## src/sv/checked_int64_alu_assert.svh

```systemverilog
// Assertion macros for the checked ALU back end.
// No dependencies; included inside module bodies.
`ifndef CHECKED_INT64_ALU_ASSERT_SVH
`define CHECKED_INT64_ALU_ASSERT_SVH

// Implication that must hold in the next cycle.
`define CIA_ASSERT_NEXT(label, rst_n, ante, cons, msg) \
    label: assert property (@(posedge i_clk) disable iff (!rst_n) (ante) |=> (cons)) \
        else $error(msg);

// Implication in the same cycle.
`define CIA_ASSERT_NOW(label, rst_n, ante, cons, msg) \
    label: assert property (@(posedge i_clk) disable iff (!rst_n) (ante) |-> (cons)) \
        else $error(msg);

`endif

```

## src/sv/cia_pkg.sv

```systemverilog
// Types and constants for the checked 64-bit integer ALU.
// No dependencies.
`timescale 1ns / 1ps
package cia_pkg;
    typedef enum logic [3:0] {
        OP_ADD = 4'd0, OP_SUB = 4'd1, OP_MUL = 4'd2, OP_DIV = 4'd3,
        OP_EQ  = 4'd4, OP_NE  = 4'd5, OP_LT  = 4'd6, OP_LE  = 4'd7,
        OP_GT  = 4'd8, OP_GE  = 4'd9
    } t_opcode;

    typedef enum logic [1:0] {
        ST_OK = 2'd0, ST_OVF = 2'd1, ST_DIV0 = 2'd2, ST_UNSUP = 2'd3
    } t_status;

    // Class of work handed from front to back.
    typedef enum logic [1:0] {
        CL_FAST = 2'd0, CL_MUL = 2'd1, CL_DIV = 2'd2
    } t_class;

    localparam int unsigned DivSteps = 64;

    // Word queued between front and back.
    typedef struct packed {
        t_class      cls;
        logic [1:0]  status;
        logic        is_boolean;
        logic [63:0] value;
        logic [63:0] mag_a;
        logic [63:0] mag_b;
        logic        neg;
    } t_task;
endpackage

```

## src/sv/cia_if.sv

```systemverilog
// Valid/ready channel interfaces for the checked ALU.
// Depends on nothing.
`timescale 1ns / 1ps
interface cia_in_if;
    logic        valid;
    logic        ready;
    logic [3:0]  opcode;
    logic signed [63:0] left_operand;
    logic signed [63:0] right_operand;
    modport source(output valid, opcode, left_operand, right_operand, input ready);
    modport sink(input valid, opcode, left_operand, right_operand, output ready);
    modport monitor(input valid, ready, opcode, left_operand, right_operand);
endinterface


```

## src/sv/cia_front.sv

```systemverilog
// Front end: accepts words, resolves simple ops, classifies mul/div.
// Depends on cia_pkg.
`timescale 1ns / 1ps
module cia_front
    import cia_pkg::*;
(
    input  logic    i_clk,
    input  logic    i_rst_n,
    cia_in_if.sink  i_in,
    output logic    o_valid,
    output t_task   o_task,
    input  logic    i_ready
);
    t_task  r_task, n_task;
    logic   r_valid;
    logic [63:0] a, b, sum, dif;
    logic   lt, eq;

    assign i_in.ready = !r_valid || i_ready;
    assign o_valid = r_valid;
    assign o_task  = r_task;

    // Classify and compute the results that need no multiply or divide.
    always_comb begin
        a   = i_in.left_operand;
        b   = i_in.right_operand;
        sum = a + b;
        dif = a - b;
        eq  = (a == b);
        lt  = (a[63] != b[63]) ? a[63] : (a < b);
        n_task = '0;
        n_task.cls = CL_FAST;
        n_task.mag_a = a[63] ? (~a + 64'd1) : a;
        n_task.mag_b = b[63] ? (~b + 64'd1) : b;
        n_task.neg = a[63] ^ b[63];
        unique case (i_in.opcode)
            OP_ADD: begin
                if (a[63] == b[63] && sum[63] != a[63]) n_task.status = ST_OVF;
                else n_task.value = sum;
            end
            OP_SUB: begin
                if (a[63] != b[63] && dif[63] != a[63]) n_task.status = ST_OVF;
                else n_task.value = dif;
            end
            OP_MUL: n_task.cls = CL_MUL;
            OP_DIV: begin
                if (b == '0) n_task.status = ST_DIV0;
                else if (a == {1'b1, 63'd0} && b == '1) n_task.status = ST_OVF;
                else n_task.cls = CL_DIV;
            end
            OP_EQ: begin n_task.is_boolean = 1'b1; n_task.value = {63'd0, eq}; end
            OP_NE: begin n_task.is_boolean = 1'b1; n_task.value = {63'd0, !eq}; end
            OP_LT: begin n_task.is_boolean = 1'b1; n_task.value = {63'd0, lt}; end
            OP_LE: begin n_task.is_boolean = 1'b1; n_task.value = {63'd0, lt || eq}; end
            OP_GT: begin n_task.is_boolean = 1'b1; n_task.value = {63'd0, !(lt || eq)}; end
            OP_GE: begin n_task.is_boolean = 1'b1; n_task.value = {63'd0, !lt}; end
            default: n_task.status = ST_UNSUP;
        endcase
    end

    // Hold the classified word until the queue takes it.
    always_ff @(posedge i_clk) begin
        if (!i_rst_n) begin
            r_valid <= 1'b0;
        end else if (i_in.ready) begin
            r_valid <= i_in.valid;
        end
        if (i_in.ready && i_in.valid) begin
            r_task <= n_task;
        end
    end
endmodule

```

## src/flat_wrapper.sv

```systemverilog
// flat-port wrapper written by rule: the top's interface ports become plain ports
module cia_front_flat import cia_pkg::*;
  (i_clk, i_rst_n, o_valid, o_task, i_ready, i_in_valid, i_in_opcode, i_in_left_operand, i_in_right_operand, i_in_ready);
  cia_in_if i_in_i ();
  input  logic i_clk;
  input  logic i_rst_n;
  output logic o_valid;
  output t_task o_task;
  input  logic i_ready;
  input wire logic [$bits(i_in_i.valid)-1:0] i_in_valid;
  input wire logic [$bits(i_in_i.opcode)-1:0] i_in_opcode;
  input wire logic [$bits(i_in_i.left_operand)-1:0] i_in_left_operand;
  input wire logic [$bits(i_in_i.right_operand)-1:0] i_in_right_operand;
  output wire logic [$bits(i_in_i.ready)-1:0] i_in_ready;
  assign i_in_i.valid = i_in_valid;
  assign i_in_i.opcode = i_in_opcode;
  assign i_in_i.left_operand = i_in_left_operand;
  assign i_in_i.right_operand = i_in_right_operand;
  assign i_in_ready = i_in_i.ready;
  cia_front u_core (.i_clk(i_clk), .i_rst_n(i_rst_n), .i_in(i_in_i), .o_valid(o_valid), .o_task(o_task), .i_ready(i_ready));
endmodule
```

## config.mk

```make
export PLATFORM = sky130hd
export DESIGN_NAME = cia_front_flat
export DESIGN_NICKNAME = d
export VERILOG_FILES = /design/src/sv/checked_int64_alu_assert.svh /design/src/sv/cia_pkg.sv /design/src/sv/cia_if.sv /design/src/sv/cia_front.sv /design/src/flat_wrapper.sv
export SDC_FILE = /design/constraint.sdc
export NUM_CORES = 1
export LEC_CHECK = 0
export BUFFER_PORTS_ARGS = -buffer_cell sky130_fd_sc_hd__buf_2
export CAP_MARGIN = 20
export CORE_AREA = 2 2 244 246
export CTS_BUF_LIST = sky130_fd_sc_hd__clkbuf_8 sky130_fd_sc_hd__clkbuf_16
export DETAILED_ROUTE_END_ITERATION = 8
export DIE_AREA = 0 0 246 248
export PLACE_DENSITY = 0.52
export SYNTH_ARGS = -nofsm -noshare
export SYNTH_HDL_FRONTEND = slang
export SYNTH_SLANG_ARGS = --single-unit
export TNS_END_PERCENT = 20
```

## constraint.sdc

```tcl
create_clock -name i_clk -period 7.9 [get_ports i_clk]
set_input_delay 0.395 -clock i_clk [delete_from_list [all_inputs] [get_ports i_clk]]
set_output_delay 0.395 -clock i_clk [all_outputs]
set_load 0.05 [all_outputs]
```

==> flow_metrics.env <==
export IMPL_tightest_slew_ns=1.13
export IMPL_placementRows=89
export IMPL_met1Wirelength_um=36600
export IMPL_cts_htree_levels=4
export IMPL_slew_headroom=0.239
export IMPL_ys_types=85
export IMPL_first_global_vias=16300
export IMPL_post_cts_buffers=0
export IMPL_totalPowerFinal_uw=3630
export IMPL_design_core_area_um2=58500
export IMPL_critPathLaunch="i_in_right_operand[25]"
export IMPL_cts_resized=0
export IMPL_syn_cell_area_um2=17300
export IMPL_cts_hold_buf=0
export IMPL_path_max_fanout=34
export IMPL_status="complete, no violations"
export IMPL_power_density_nw_per_um2=179
export IMPL_rsz0062_at_grt="no"
export IMPL_place_hpwl_um=62400
export IMPL_antenna_found_initial=7
export IMPL_min_period_ns=5.02
export IMPL_routed_wl_um=78200
export IMPL_area_growth_pct=17.3
export IMPL_dr_pass1_iters=6
export IMPL_dr_max_layer_used="met5"
export IMPL_cts_root_buf="clkbuf_16"
export IMPL_place_inst=3004
export IMPL_dieArea_um2=61000
export IMPL_drive_gt1_frac=0.189
export IMPL_postSynthCellCount=1984
export IMPL_pin_count=336
export IMPL_synth_sequential_area_ratio=0.345
export IMPL_route_met3_wl_um=6120
export IMPL_hold_class="primary input to flop"
export IMPL_cts_clk_slew_worst_paths_ns=0.08
export IMPL_fillCellCount=6118
export IMPL_irDropWorstVdd_uv=184
export IMPL_wl_met2_um=34200
export IMPL_die_y_um=248
export IMPL_period_share=0.635
export IMPL_final_common_cell="buf_2"
export IMPL_leakagePower_uw=0.00796
export IMPL_portBuffers=335
export IMPL_cts_buffers=17
export IMPL_cp_end_kind="flop"
export IMPL_synth_edf_count=198
export IMPL_slew_viol_final=0
export IMPL_crit_required_ns=8.21
export IMPL_critPathArrivalTime_ns=5.33
export IMPL_cpPeakStageDelay_ns=0.84
export IMPL_grt_pass1_wl_um=111000
export IMPL_async_flop_share=0
export IMPL_start_util=0.296
export IMPL_grt_use_total=0.249
export IMPL_whs_ns=0.128
export IMPL_num_vias=17500
export IMPL_hp_start="i_in_left_operand[0]"
export IMPL_wire_per_inst_um=25.7
export IMPL_synthTopCellsByArea="edfxtp_1 (34%), ha_1 (9.4%), xnor2_1 (6.3%), a21oi_1 (5.9%), nor2_1 (3.3%)"
export IMPL_cp_slowest_cell="and3b_2"
export IMPL_cts_buffer_depth=2
export IMPL_grt_max_degree=78
export IMPL_cts_tree="built"
export IMPL_hold_violations=0
export IMPL_cts_sinks=199
export IMPL_place_congestion=0.966
export IMPL_cp_top_family="compound AO/OA/AOI/OAI gates"
export IMPL_ant_nets=0
export IMPL_fmax_ghz=0.199
export IMPL_setup_viol=0
export IMPL_setup_tns_final_ns=0
export IMPL_synth_top_cell_by_area="edfxtp_1"
export IMPL_mostFrequentLayoutCells="buf_2 (335), a21oi_1 (205), edfxtp_1 (198)"
export IMPL_die_w_um=246
export IMPL_routed_via_density=5.76
export IMPL_crit_path_start_kind="primary input"
export IMPL_r2r_start="u_core.o_valid"
export IMPL_ys_ff_latch=199
export IMPL_crit_buf_inv=3
export IMPL_synth_flop_cell="edfxtp_1"
export IMPL_path_cells="buf_2 > inv_1 > ha_1 > nand2_1 > o21a_1 > a211oi_1 > nand4_1 > a31oi_1 > nor3_1 > a41oi_1 > and3b_2 > buf_4 > a21oi_1 > a32oi_1"
export IMPL_drt_iter0_drc=1816
export IMPL_fin_cells=3039
export IMPL_clk_latency_ns=0.52
export IMPL_remaining_drc_errors=0
export IMPL_fin_worst_skew_ns=0.0177
export IMPL_maxCapViolCount=0
export IMPL_fin_nets=2518
export IMPL_syn_nets=2252
export IMPL_overflow=0
export IMPL_crit_type="primary input to flop"
export IMPL_yosysWarningCount=0
export IMPL_syn_area_per_cell_um2=8.72
export IMPL_synth_top_area_share=0.344
## sequential cells by signal (all words and copies together), names as in the netlist
signal          flops
u_core.o_valid      1
u_core.o_task     198
## kinds of logic (layout without fill, tap and decap cells)
kind of cell | count (synthesis) | count (layout) | synth area share
flip-flops | 199 | 199 | 0.345
AND/OR/NAND/NOR | 566 | 566 | 0.168
AO/OA/AOI/OAI | 709 | 709 | 0.272
adder cells (fa/ha/maj) | 132 | 132 | 0.0963
buffers and inverters | 252 | 531 | 0.0552
multiplexers | 1 | 1 | 0.000651
XOR/XNOR | 125 | 125 | 0.0633
other | 0 | 3 | 0
## report_power, final
group | switching [uW] | leakage [uW] | internal [uW] | total [uW]
logic | 1010 | 0.00572 | 360 | 1370
registers | 33.1 | 0.00194 | 1280 | 1310
clock network | 515 | 0.000295 | 430 | 945
total | 1550 | 0.00796 | 2070 | 3630
## layout make-up
cell class,instances,area (um2),share of cell area
antenna,3,7.51,0.000370
clock buffer,17,425,0.0210
multi-input combinational,1533,10400,0.512
timing repair buffer,350,1800,0.0885
tap,773,967,0.0476
inverter,149,559,0.0276
clock inverter,15,180,0.00888
sequential,199,5970,0.294
## worst paths after layout
check	endpoint	slack [ns]	cells after the start
worst min-delay path	u_core.o_task[65]	0.13	1
worst max-delay path	u_core.o_task[189]	2.88	14
worst min register to register	u_core.o_valid	0.54	2
worst max register to register	u_core.o_task[25]	5.75	3
## cell usage after synthesis (24+ instances only)
cell type / n
nand4_1: 67
a221oi_1: 26
o31ai_1: 64
a211oi_1: 24
nor2_1: 152
o21ai_0: 95
clkbuf_1: 82
a31oi_1: 26
o21bai_1: 40
a21o_1: 31
inv_1: 125
nor4_1: 35
edfxtp_1: 198
a21oi_1: 205
nand2_1: 117
nor2b_1: 30
nor3_1: 48
xnor2_1: 124
ha_1: 130
## metal layers
layer | vias up | track usage
met4 | 8 | 0.0606
met5 | - | 0
met3 | 54 | 0.0451
met1 | 8634 | 0.365
li1 | 8033 | -
met2 | 773 | 0.376
## through the flow
stage	area [um2]	util	setup WS, ns
2_1_floorplan	17300	-	1.77
3_3_place_gp	19700	0.336	2.27
3_5_place_dp	19700	0.337	2.42
4_1_cts	20300	0.347	2.93
5_1_grt	20300	0.347	2.70
6_report	20300	0.347	2.88
No activity file was read; power rests on OpenSTA's default activity.
