==> config.mk <==
export PLATFORM = sky130hd
export DESIGN_NAME = cia_queue
export DESIGN_NICKNAME = d
export VERILOG_FILES = /design/src/sv/checked_int64_alu_assert.svh /design/src/sv/cia_pkg.sv /design/src/sv/cia_queue.sv
export SDC_FILE = /design/constraint.sdc
export NUM_CORES = 1
export LEC_CHECK = 0
export ABC_CLOCK_PERIOD_IN_PS = 10100
export BUFFER_PORTS_ARGS = -buffer_cell sky130_fd_sc_hd__buf_4
export CAP_MARGIN = 20
export CORE_ASPECT_RATIO = 0.75
export CORE_MARGIN = 3
export CORE_UTILIZATION = 31
export CTS_CLUSTER_DIAMETER = 40
export CTS_CLUSTER_SIZE = 20
export DETAILED_ROUTE_END_ITERATION = 12
export PLACE_DENSITY = 0.6
export SETUP_SLACK_MARGIN = 0.4
export SLEW_MARGIN = 20
export SYNTH_ARGS = -nofsm -noshare
export SYNTH_HDL_FRONTEND = slang
export SYNTH_SLANG_ARGS = --single-unit
==> constraint.sdc <==
create_clock -name i_clk -period 10.1 [get_ports i_clk]
set_input_delay 2.02 -clock i_clk [delete_from_list [all_inputs] [get_ports i_clk]]
set_output_delay 2.02 -clock i_clk [all_outputs]
set_load 0.02 [all_outputs]
==> src/sv/checked_int64_alu_assert.svh <==
// Assertion macros for the checked ALU back end.
// No dependencies; included inside module bodies.
`ifndef CHECKED_INT64_ALU_ASSERT_SVH
`define CHECKED_INT64_ALU_ASSERT_SVH

// Implication that must hold in the next cycle.
`define CIA_ASSERT_NEXT(label, rst_n, ante, cons, msg) \
    label: assert property (@(posedge i_clk) disable iff (!rst_n) (ante) |=> (cons)) \
        else $error(msg);

// Implication in the same cycle.
`define CIA_ASSERT_NOW(label, rst_n, ante, cons, msg) \
    label: assert property (@(posedge i_clk) disable iff (!rst_n) (ante) |-> (cons)) \
        else $error(msg);

`endif

==> src/sv/cia_pkg.sv <==
// Types and constants for the checked 64-bit integer ALU.
// No dependencies.
`timescale 1ns / 1ps
package cia_pkg;
    typedef enum logic [3:0] {
        OP_ADD = 4'd0, OP_SUB = 4'd1, OP_MUL = 4'd2, OP_DIV = 4'd3,
        OP_EQ  = 4'd4, OP_NE  = 4'd5, OP_LT  = 4'd6, OP_LE  = 4'd7,
        OP_GT  = 4'd8, OP_GE  = 4'd9
    } t_opcode;

    typedef enum logic [1:0] {
        ST_OK = 2'd0, ST_OVF = 2'd1, ST_DIV0 = 2'd2, ST_UNSUP = 2'd3
    } t_status;

    // Class of work handed from front to back.
    typedef enum logic [1:0] {
        CL_FAST = 2'd0, CL_MUL = 2'd1, CL_DIV = 2'd2
    } t_class;

    localparam int unsigned DivSteps = 64;

    // Word queued between front and back.
    typedef struct packed {
        t_class      cls;
        logic [1:0]  status;
        logic        is_boolean;
        logic [63:0] value;
        logic [63:0] mag_a;
        logic [63:0] mag_b;
        logic        neg;
    } t_task;
endpackage

==> src/sv/cia_queue.sv <==
// Short FIFO decoupling the front end from the back end.
// Depends on cia_pkg.
`timescale 1ns / 1ps
module cia_queue
    import cia_pkg::*;
(
    input  logic  i_clk,
    input  logic  i_rst_n,
    input  logic  i_valid,
    input  t_task i_task,
    output logic  o_ready,
    output logic  o_valid,
    output t_task o_task,
    input  logic  i_ready
);
    t_task r_mem [2];
    logic  r_wp, r_rp;
    logic [1:0] r_cnt;
    logic  push, pop;

    assign o_ready = (r_cnt != 2'd2);
    assign o_valid = (r_cnt != 2'd0);
    assign o_task  = r_mem[r_rp];
    assign push = i_valid && o_ready;
    assign pop  = o_valid && i_ready;

    // Advance pointers and count.
    always_ff @(posedge i_clk) begin
        if (!i_rst_n) begin
            r_wp <= 1'b0;
            r_rp <= 1'b0;
            r_cnt <= 2'd0;
        end else begin
            if (push) r_wp <= !r_wp;
            if (pop) r_rp <= !r_rp;
            r_cnt <= r_cnt + {1'b0, push} - {1'b0, pop};
        end
        if (push) r_mem[r_wp] <= i_task;
    end
endmodule

==> run metrics, run 1 <==
synthesized flop and latch total between 400 and 500; GPL Wtd Cong between 0.7 and 0.8; vias 7549; most frequent CP cell buf_4; worst reg2reg path depth 4; power density over the cells around 250 nW/um^2; Rows between 60 and 70; fmax between 200 and 250 MHz; count of cell types in the netlist 25; latest clock arrival within the worst-skew pair between 0.5 and 0.6 ns; final core occ 0.427; Startpoint Class flip-flop; Post-Route WL ~31 mm; MaxCap Viol Count 0; Fillers roughly 4200; number of port buffers between 400 and 500; pre-CTS WS roughly 5.6 ns; Mapped Area around 15000 um^2; met1 global-route usage 0.148; CP endpoint o_task[97]; FFs w/ async S/R, synth 0; die height roughly 200 um; unrepaired setup endpoints after global routing false; Clock power frac 0.350; r2r setup slk a little over 7 ns; clock slew at reported path FFs about 0.050 ns; wire per inst between 15 and 20 um; dpl hpwl 20.3 mm; Final Cycle Share 0.475; Final Skew about 0.012 ns; H-tree depth 2; Setup Crit Path Kind flip-flop to primary output; CTS Buf Count between 40 and 50; Worst EP required slightly above 8 ns; Post-Synthesis Net Count about 850; clk root buf clkbuf_16; top_reg_cell synth edfxtp_1; IO Count ~400; Core ar. 47600 um^2; Worst path top cell family by delay buffers and inverters; met2 usage 0.179; Post-CTS Setup Inserts 0; GRT Total Usage 0.117; P_sw 1370 uW; Initial Utilization 0.315; final net count between 1000 and 1500; Max FO, Critical Path 47; Worst path max stage delay slightly above 0.8 ns; TritonRoute pass-1 iters 4; CP cell instances buf_4, mux2_4, buf_4; layout cell share with drive strength beyond 1 0.618; Most Crowded Layer GR met2; R2R Path Start r_cnt[0]; hold buffers post-CTS 0; max-slew violation count 0; CP endpoint kind primary output; Stages on worst setup path 3; total grt overflow 0; post-route minimum period between 4 and 5 ns; met3 Track Usage GR 0.0497; status finished clean; Slowest-stage cell, CP dfxtp_4; initial antenna violation count 2; Resized Gates After CTS 0; Mapped Cells 646; hold crit path type flip-flop to flip-flop; EDFF count, synth 396; first-pass GRT wire length approximately 46 mm; Flop pwr share 0.414; Remaining DRCs 0; DR iter-0 viols 340; Int Power between 3000 and 4000 uW; worst rel slew slack 0.371; final instance area around 20000 um^2; area grow syn2layout 35.8%; Ys Warns 0; Seq/Total Area, Yosys 0.801; vias in the first global route between 7000 and 8000; Mean Syn Cell Area roughly 23 um^2; Combinational Power Share 0.236; die area 51000 um^2; Die X between 200 and 300 um; pin count of the biggest net entering global routing 108; drt via density around 4.3; CTS tree yes; Final ANT Viol Nets 0; final setup violating endpoints 0; CTS Buffer Depth 3; Hold Violations, Final 0; setup TNS 0 ns; reg2reg end r_mem[1][160]; VDD IR-drop max 164 uV; Leak Pwr ~0.0077 uW; Worst Max-Slew Pin Slew approximately 0.94 ns; WP buf/inv 2; switch share 0.272; placed instance area 18700 um^2; arrival time worst endpoint ~2.8 ns; PnR worst setup slack approximately 5.3 ns; clock sinks between 400 and 500
-- Yosys cell counts (2+ instances only) --
cell type	count	area, um^2
and3_1	2	12.5
buf_2	7	35.0
buf_6	15	169
dfxtp_1	5	100
edfxtp_1	396	11900
inv_1	2	7.51
mux2_2	97	1090
mux2_4	101	1520
nor2_1	4	15.0
o21ai_0	2	10.0
-- layer usage --
layer / up-vias / share of wire
met2: 298 / 0.46
met3: 44 / 0.10
met5: - / 0.00071
met1: 3736 / 0.42
li1: 3467 / -
met4: 4 / 0.020
-- kinds of logic (layout without fill, tap and decap cells) --
family,after synthesis,in the layout,share of synthesized area
AOI/OAI and AO/OA,6,6,0.00293
xor gates and xnor gates,1,1,0.000585
adders and majority gates,1,1,0.000836
buffers and inverters,24,499,0.0141
DFF,401,401,0.801
muxes,198,198,0.174
other,0,1,0
and+or+nand+nor,15,15,0.00585
-- worst reg2reg max path, stage by stage, from the launching register on --
cell and delay, ns:
dfxtp_1 0.43, nand2b_1 0.22, and3_4 0.52, buf_4 0.60, buf_4 0.78
-- state kept, by name, indices dropped and copies added (netlist names), named ones only --
register  cells
r_cnt         2
r_mem       396
r_rp          1
r_wp          1
-- power groups by stage --
| stage | Clock (uW) | Combinational (uW) | Sequential (uW) |
|---|---|---|---|
| 6_report | 1760 | 1190 | 2080 |
| 5_1_grt | 1890 | 1260 | 2100 |
| 2_1_floorplan | 0 | 777 | 2110 |
| 3_5_place_dp | 0 | 1210 | 2120 |
| 3_3_place_gp | 0 | 1210 | 2110 |
| 4_1_cts | 1820 | 1210 | 2080 |
-- placed cells by master (no fill, tap or decap), drive strengths merged --
| master | instances |
|---|---|
| and2 | 1 |
| mux2 | 198 |
| dfxtp | 5 |
| nand3b | 1 |
| o21ba | 1 |
| buf | 408 |
| nand2b | 1 |
| nor2 | 4 |
| diode | 1 |
| o31a | 1 |
| inv | 12 |
| a21oi | 1 |
| ha | 1 |
| and3 | 2 |
| nor4bb | 1 |
| and2b | 1 |
| nor4 | 1 |
| bufinv | 6 |
| nor3 | 1 |
| or2 | 1 |
| clkinv | 17 |
| xor2 | 1 |
| clkinvlp | 3 |
| nand3 | 1 |
| clkbuf | 53 |
| edfxtp | 396 |
| o21ai | 2 |
| a21bo | 1 |
-- layout make-up --
class,count,area (um^2),area share
clock inverters,36,433,0.0213
flip-flops and latches,401,12000,0.590
inverters,2,15.0,0.000739
well taps,639,800,0.0393
clock buffers,53,1240,0.0611
repair buffers,408,3080,0.151
multi-input cells,221,2770,0.136
diodes,1,2.50,0.000123
-- worst min-delay path by stage --
stage / to / slack (ns) / startpoint / cells after the start
after floorplan: flip-flop / 0.47 / r_rp / 2
after global placement: flip-flop / 0.48 / r_rp / 2
after detailed placement: flip-flop / 0.50 / r_rp / 2
after CTS: flip-flop / 0.51 / r_rp / 2
after global routing: r_rp / 0.56 / r_rp / 2
final: flip-flop / 0.51 / r_rp / 2
-- per-stage QoR --
| step | total power, uW | std cells | hold slack (ns) |
|---|---|---|---|
| floorplan | 2890 | 646 | 0.472 |
| global placement | 3320 | 1671 | 0.484 |
| detailed placement | 3330 | 1671 | 0.498 |
| CTS | 5120 | 1760 | 0.510 |
| global route | 5250 | 1760 | 0.556 |
| finish | 5030 | 1761 | 0.509 |
No activity file was read; power rests on OpenSTA's default activity.
==> run 2, diff against run 1 <==
ABC_CLOCK_PERIOD_IN_PS = 4600   (was 10100)
clock period = 4.6 ns   (was 10.1 ns; I/O delays follow)
==> run metrics, run 2 (synthesis results as in run 1) <==
status finished clean; Final Skew 0.0142 ns (+0.00173 ns); vias 7560 (+0.15%); GRT Total Usage 0.120 (+0.00294); r2r setup slk 1.94 ns (-5.16 ns); initial antenna violation count 3 (+1); hold buffers post-CTS 0 (unchanged); Post-Route WL 31.8 mm (+2.6%); fmax around 290 MHz; Final ANT Viol Nets 0 (unchanged); latest clock arrival within the worst-skew pair 0.55 ns (about the same); total grt overflow 0 (unchanged); CTS Buffer Depth 3 (unchanged); hold wc startpoint r_rp; drt via density 4.28 (-0.19%); Final Cycle Share 0.746; Post-CTS Setup Inserts 0 (unchanged); MaxCap Viol Count 0 (unchanged); die area 51000 um^2 (unchanged); VDD IR-drop max 345 uV (+110%); Combinational Power Share 0.241 (+0.005); final setup violating endpoints 0 (unchanged); Max FO, Critical Path 57 (+21%); biggest regs r_mem: 396 flops, r_cnt: 2 flops; power density over the cells 539 nW/um^2 (+120%); max reg flops 396 (unchanged); GPL Wtd Cong 0.743 (+2.8%); switch share 0.274 (+0.00248); IO Count 402 (unchanged); most frequent CP cell buf_4; dpl hpwl 21.6 mm (+6.1%); top sig layer met5; CP endpoint kind primary output; CTS Buf Count 47 (-4.1%); Hold Violations, Final 0 (unchanged); max-slew violation count 0 (unchanged); most common cell after layout, fill and taps aside buf_4; number of port buffers 401 (unchanged); pin count of the biggest net entering global routing 85 (-21%); first-pass GRT wire length 46.9 mm (+2.8%); Remaining DRCs 0 (unchanged); Resized Gates After CTS 0 (unchanged); Worst EP required 3.68 ns (-4.40 ns); vias in the first global route 7968 (+1.9%); Worst Max-Slew Pin Slew 0.940 ns (-0.00428 ns); Clock power frac 0.342 (-0.008); Startpoint Class flip-flop; final net count 1293 (+0.54%); setup TNS 0 ns (unchanged); WL met2 14.6 mm (+3.5%); Setup Crit Path Kind flip-flop to primary output; clk root buf clkbuf_16; # diodes 0 (-1); reg2reg end r_mem[0][118]; Hold Crit Depth 2 (unchanged); die height 196 um (unchanged); Slowest-stage cell, CP dfxtp_4; Core ar. 47600 um^2 (unchanged); multi-input logic area 2770 um^2 (unchanged); TritonRoute pass-1 iters 4 (unchanged); hold crit path type flip-flop to flip-flop; metal1 wirelength 13.1 mm (+1.0%); sequential cell area 12000 um^2 (unchanged); Rows 69 (unchanged); worst reg2reg path depth 5 (+1); Flop pwr share 0.417 (+0.003); H-tree depth 2 (unchanged); unrepaired setup endpoints after global routing false; DR iter-0 viols 381 (+12%); Fillers 4242 (+0.86%); P_sw 3010 uW (+120%); clock slew at reported path FFs 0.06 ns (about the same); worst rel slew slack 0.373 (+0.00285); met3 WL post-DR 3.26 mm (+1.1%); Leak Pwr 0.00769 uW (+0.26%); CTS tree yes; Largest Register r_mem; Die X 260 um (unchanged); Min Hold Slack 0.502 ns (-0.00709 ns); R2R Path Start r_cnt[0]; arrival time worst endpoint 2.51 ns (-0.27 ns); Worst path max stage delay 0.93 ns (+0.12 ns); clock sinks 401 (unchanged); most frequent cells in the layout buf_4 (413), edfxtp_1 (396), mux2_4 (101); post-route minimum period 3.43 ns; Int Power 7970 uW (+120%); wire per inst 18.0 um (+2.2%); CP cell instances buf_4, mux2_4, buf_4; layout cell share with drive strength beyond 1 0.619 (about the same); area grow syn2layout 36.1%; Initial Utilization 0.315 (unchanged)
-- run 2: changes by cell type in the layout (fill, tap and decap cells not counted), sizes merged --
cell / before / now
clkinv: 17 / 11
clkbuf: 53 / 57
bufinv: 6 / 4
buf: 408 / 417
diode: 1 / 0
clkinvlp: 3 / 5
-- run 2: layout make-up --
type	count	area share
timing repair buffer	417	0.156
clock inverter	30	0.0167
multi-input combinational	221	0.136
clock buffer	57	0.0622
tap	639	0.0393
inverter	2	0.000553
sequential	401	0.589
-- run 2: metrics by stage --
step / total power, uW / area [um^2] / utilization / setup WS [ns] / std cells
finish: 11000 / 20400 / 0.428 / 1.17 / 1767
global route: 11400 / 20400 / 0.428 / 1.01 / 1767
CTS: 11200 / 20400 / 0.428 / 1.07 / 1767
detailed placement: 7360 / 18800 / 0.394 / 1.55 / 1680
global placement: 7340 / 18800 / 0.394 / 1.56 / 1680
floorplan: 6320 / 15000 / - / 0.200 / 646
-- run 2: how the worst max path moves through the flow --
stage               from       endpoint  cells after the start
2_1_floorplan    i_valid    r_mem[0][0]                      2
3_3_place_gp     i_valid  r_mem[0][119]                      5
3_5_place_dp     i_valid  r_mem[0][119]                      5
4_1_cts        flip-flop     o_task[85]                      3
5_1_grt        flip-flop     o_task[85]                      3
6_report       flip-flop     o_task[85]                      3
-- run 2: per-layer routing --
metal / global-route usage / vias to the layer above
met5: 0 / -
met2: 0.189 / 297
met3: 0.0517 / 64
li1: - / 3484
met4: 0.0407 / 6
met1: 0.148 / 3709
-- run 2: critical path, delay by kind of cell, from the launching register on --
kind	cells	cell delay (ns)
buf+inv	2	0.65
flops	1	0.93
mux	1	0.34
-- run 2: power by group through the flow --
stage / registers, uW / logic [uW] / clock network (uW)
floorplan: 4610 / 1710 / 0
finish: 4580 / 2650 / 3750
detailed placement: 4660 / 2690 / 0
CTS: 4590 / 2700 / 3870
global placement: 4650 / 2690 / 0
global route: 4620 / 2810 / 4010
==> run 3, diff against run 2 <==
ABC_CLOCK_PERIOD_IN_PS = 3200   (was 4600)
clock period = 3.2 ns   (was 4.6 ns; I/O delays follow)
==> run metrics, run 3 (synthesis results as in run 1) <==
number of port buffers 401 (unchanged); Rows 69 (unchanged); R2R Path Start r_cnt[0]; wire per inst 18.5 um (+2.9%); Remaining DRCs 0 (unchanged); first-pass GRT wire length 48.6 mm (+3.7%); status finished clean; die area 51000 um^2 (unchanged); Worst path max stage delay 0.43 ns (-0.50 ns); max-slew violation count 0 (unchanged); Worst path top cell family by delay buffers and inverters; Largest Register r_mem; clk root buf clkbuf_16; TritonRoute pass-1 iters 4 (unchanged); Final ANT Viol Nets 0 (unchanged); post-route minimum period ~2.6 ns; most common cell after layout, fill and taps aside buf_4; PnR worst setup slack 0.589 ns (-0.579 ns); MaxCap Viol Count 0 (unchanged); Max FO, Critical Path 24 (-58%); met2 usage 0.198 (+0.00974); Most Crowded Layer GR met2; unrepaired setup endpoints after global routing false; max reg flops 396 (unchanged); Hold Violations, Final 0 (unchanged); die height 196 um (unchanged); Setup Crit Path Kind flip-flop to primary output; met1 global-route usage 0.156 (+0.00864); Min Hold Slack 0.260 ns (-0.242 ns); CP endpoint kind primary output; pre-CTS WS 0.889 ns (-0.662 ns); Post-Route WL 33.0 mm (+3.8%); pin count of the biggest net entering global routing 95 (+12%); arrival time worst endpoint 1.97 ns (-0.54 ns); biggest regs r_mem: 396 flops, r_cnt: 2 flops; dpl hpwl 22.7 mm (+5.1%); hold wc startpoint i_task[133]; most frequent cells in the layout buf_4 (416), edfxtp_1 (396), mux2_4 (101); most frequent CP cell buf_12; worst rel slew slack 0.547 (+0.173); final net count 1305 (+0.93%); CP cell instances buf_12, buf_12, mux2_4, buf_4; CTS Buf Count 50 (+6.4%); area grow syn2layout 37.9%; Stages on worst setup path 4 (+1); Initial Utilization 0.315 (unchanged); Pwr Total 16100 uW (+47%); VDD IR-drop max 469 uV (+36%); drt via density 4.26 (-0.40%); final setup violating endpoints 0 (unchanged); GPL Wtd Cong 0.758 (+1.9%); Hold Crit Depth 1 (-1); layout cell share with drive strength beyond 1 0.632 (+0.0129); Worst Max-Slew Pin Slew 0.680 ns (-0.260 ns); initial antenna violation count 1 (-2); Leak Pwr 0.00782 uW (+1.6%); CTS Buffer Depth 3 (unchanged); Fillers 4153 (-2.1%); Final Skew 0.0172 ns (+0.00304 ns); DR iter-0 viols 397 (+4.2%); CTS tree yes; vias in the first global route 8223 (+3.2%); Worst EP required 2.56 ns (-1.12 ns); clock sinks 401 (unchanged); power density over the cells 782 nW/um^2 (+45%); hold crit path type primary input to flip-flop; latest clock arrival within the worst-skew pair 0.56 ns (about the same); H-tree depth 2 (unchanged); total grt overflow 0 (unchanged); worst reg2reg path depth 4 (-1); clock slew at reported path FFs 0.07 ns (about the same); Final Cycle Share 0.816; WP buf/inv 3 (+1); hold buffers post-CTS 0 (unchanged); Startpoint Class flip-flop; vias 7598 (+0.50%); GRT Total Usage 0.125 (+0.00498); Slowest-stage cell, CP dfxtp_4; met3 Track Usage GR 0.0521 (+0.000387); fmax roughly 380 MHz; Die X 260 um (unchanged); Core ar. 47600 um^2 (unchanged); IO Count 402 (unchanged)
run 3: cell count changes in the layout (fill, tap and decap cells not counted), moves of 3 or more:
cell | previous run | this run
buf_4 | 413 | 416
inv_6 | 3 | 6
clkbuf_16 | 49 | 53
clkinv_4 | 0 | 5
clkinv_1 | 3 | 0
clkbuf_1 | 7 | 2
clkinvlp_4 | 5 | 8
buf_12 | 4 | 8
run 3: path summary, 6_finish.rpt:
check / to / slack [ns]
worst min-delay path: r_mem[0][133] / 0.26
worst min register to register: flip-flop / 0.51
worst max-delay path: o_task[171] / 0.59
worst max register to register: r_mem[0][97] / 1.12
run 3: report_power, final:
part	switching, uW	internal [uW]	total (uW)
Combinational	2040	1920	3960
Sequential	135	6380	6510
Clock	2340	3320	5660
Total	4510	11600	16100
run 3: per-layer routing:
metal	vias up	wire length [um]
met1	3757	13900
met4	2	486
li1	3513	-
met3	42	3240
met5	-	13
met2	284	15400
run 3: repair_timing:
action | CTS | global route
resized for setup | 1 | 0
buffers inserted | 3 | 0
setup endpoints to repair | 137 | 0
run 3: final cells by class:
cell class	count	area [um^2]	share of cell area
Clock inverter	37	394	0.0191
Timing Repair Buffer	426	3320	0.161
Tap cell	639	800	0.0387
Antenna cell	1	2.50	0.000121
Clock buffer	56	1350	0.0653
Sequential cell	401	12000	0.581
Multi-Input combinational cell	221	2770	0.134
Inverter	2	11.3	0.000546
run 3: metrics by stage:
stage,cells,instance area (um^2),utilization,setup TNS (ns)
2_1_floorplan,646,15000,-,-181.91
3_3_place_gp,1686,18900,0.397,0
3_5_place_dp,1686,18900,0.397,0
4_1_cts,1782,20600,0.434,0
5_1_grt,1782,20600,0.434,0
6_report,1783,20600,0.434,0
run 3: worst reg2reg max path, stage by stage (launching register included):
cell and delay (ns):
dfxtp_1 0.41, nand2b_2 0.19, nand3b_1 0.14, clkinvlp_4 0.34, buf_12 0.42
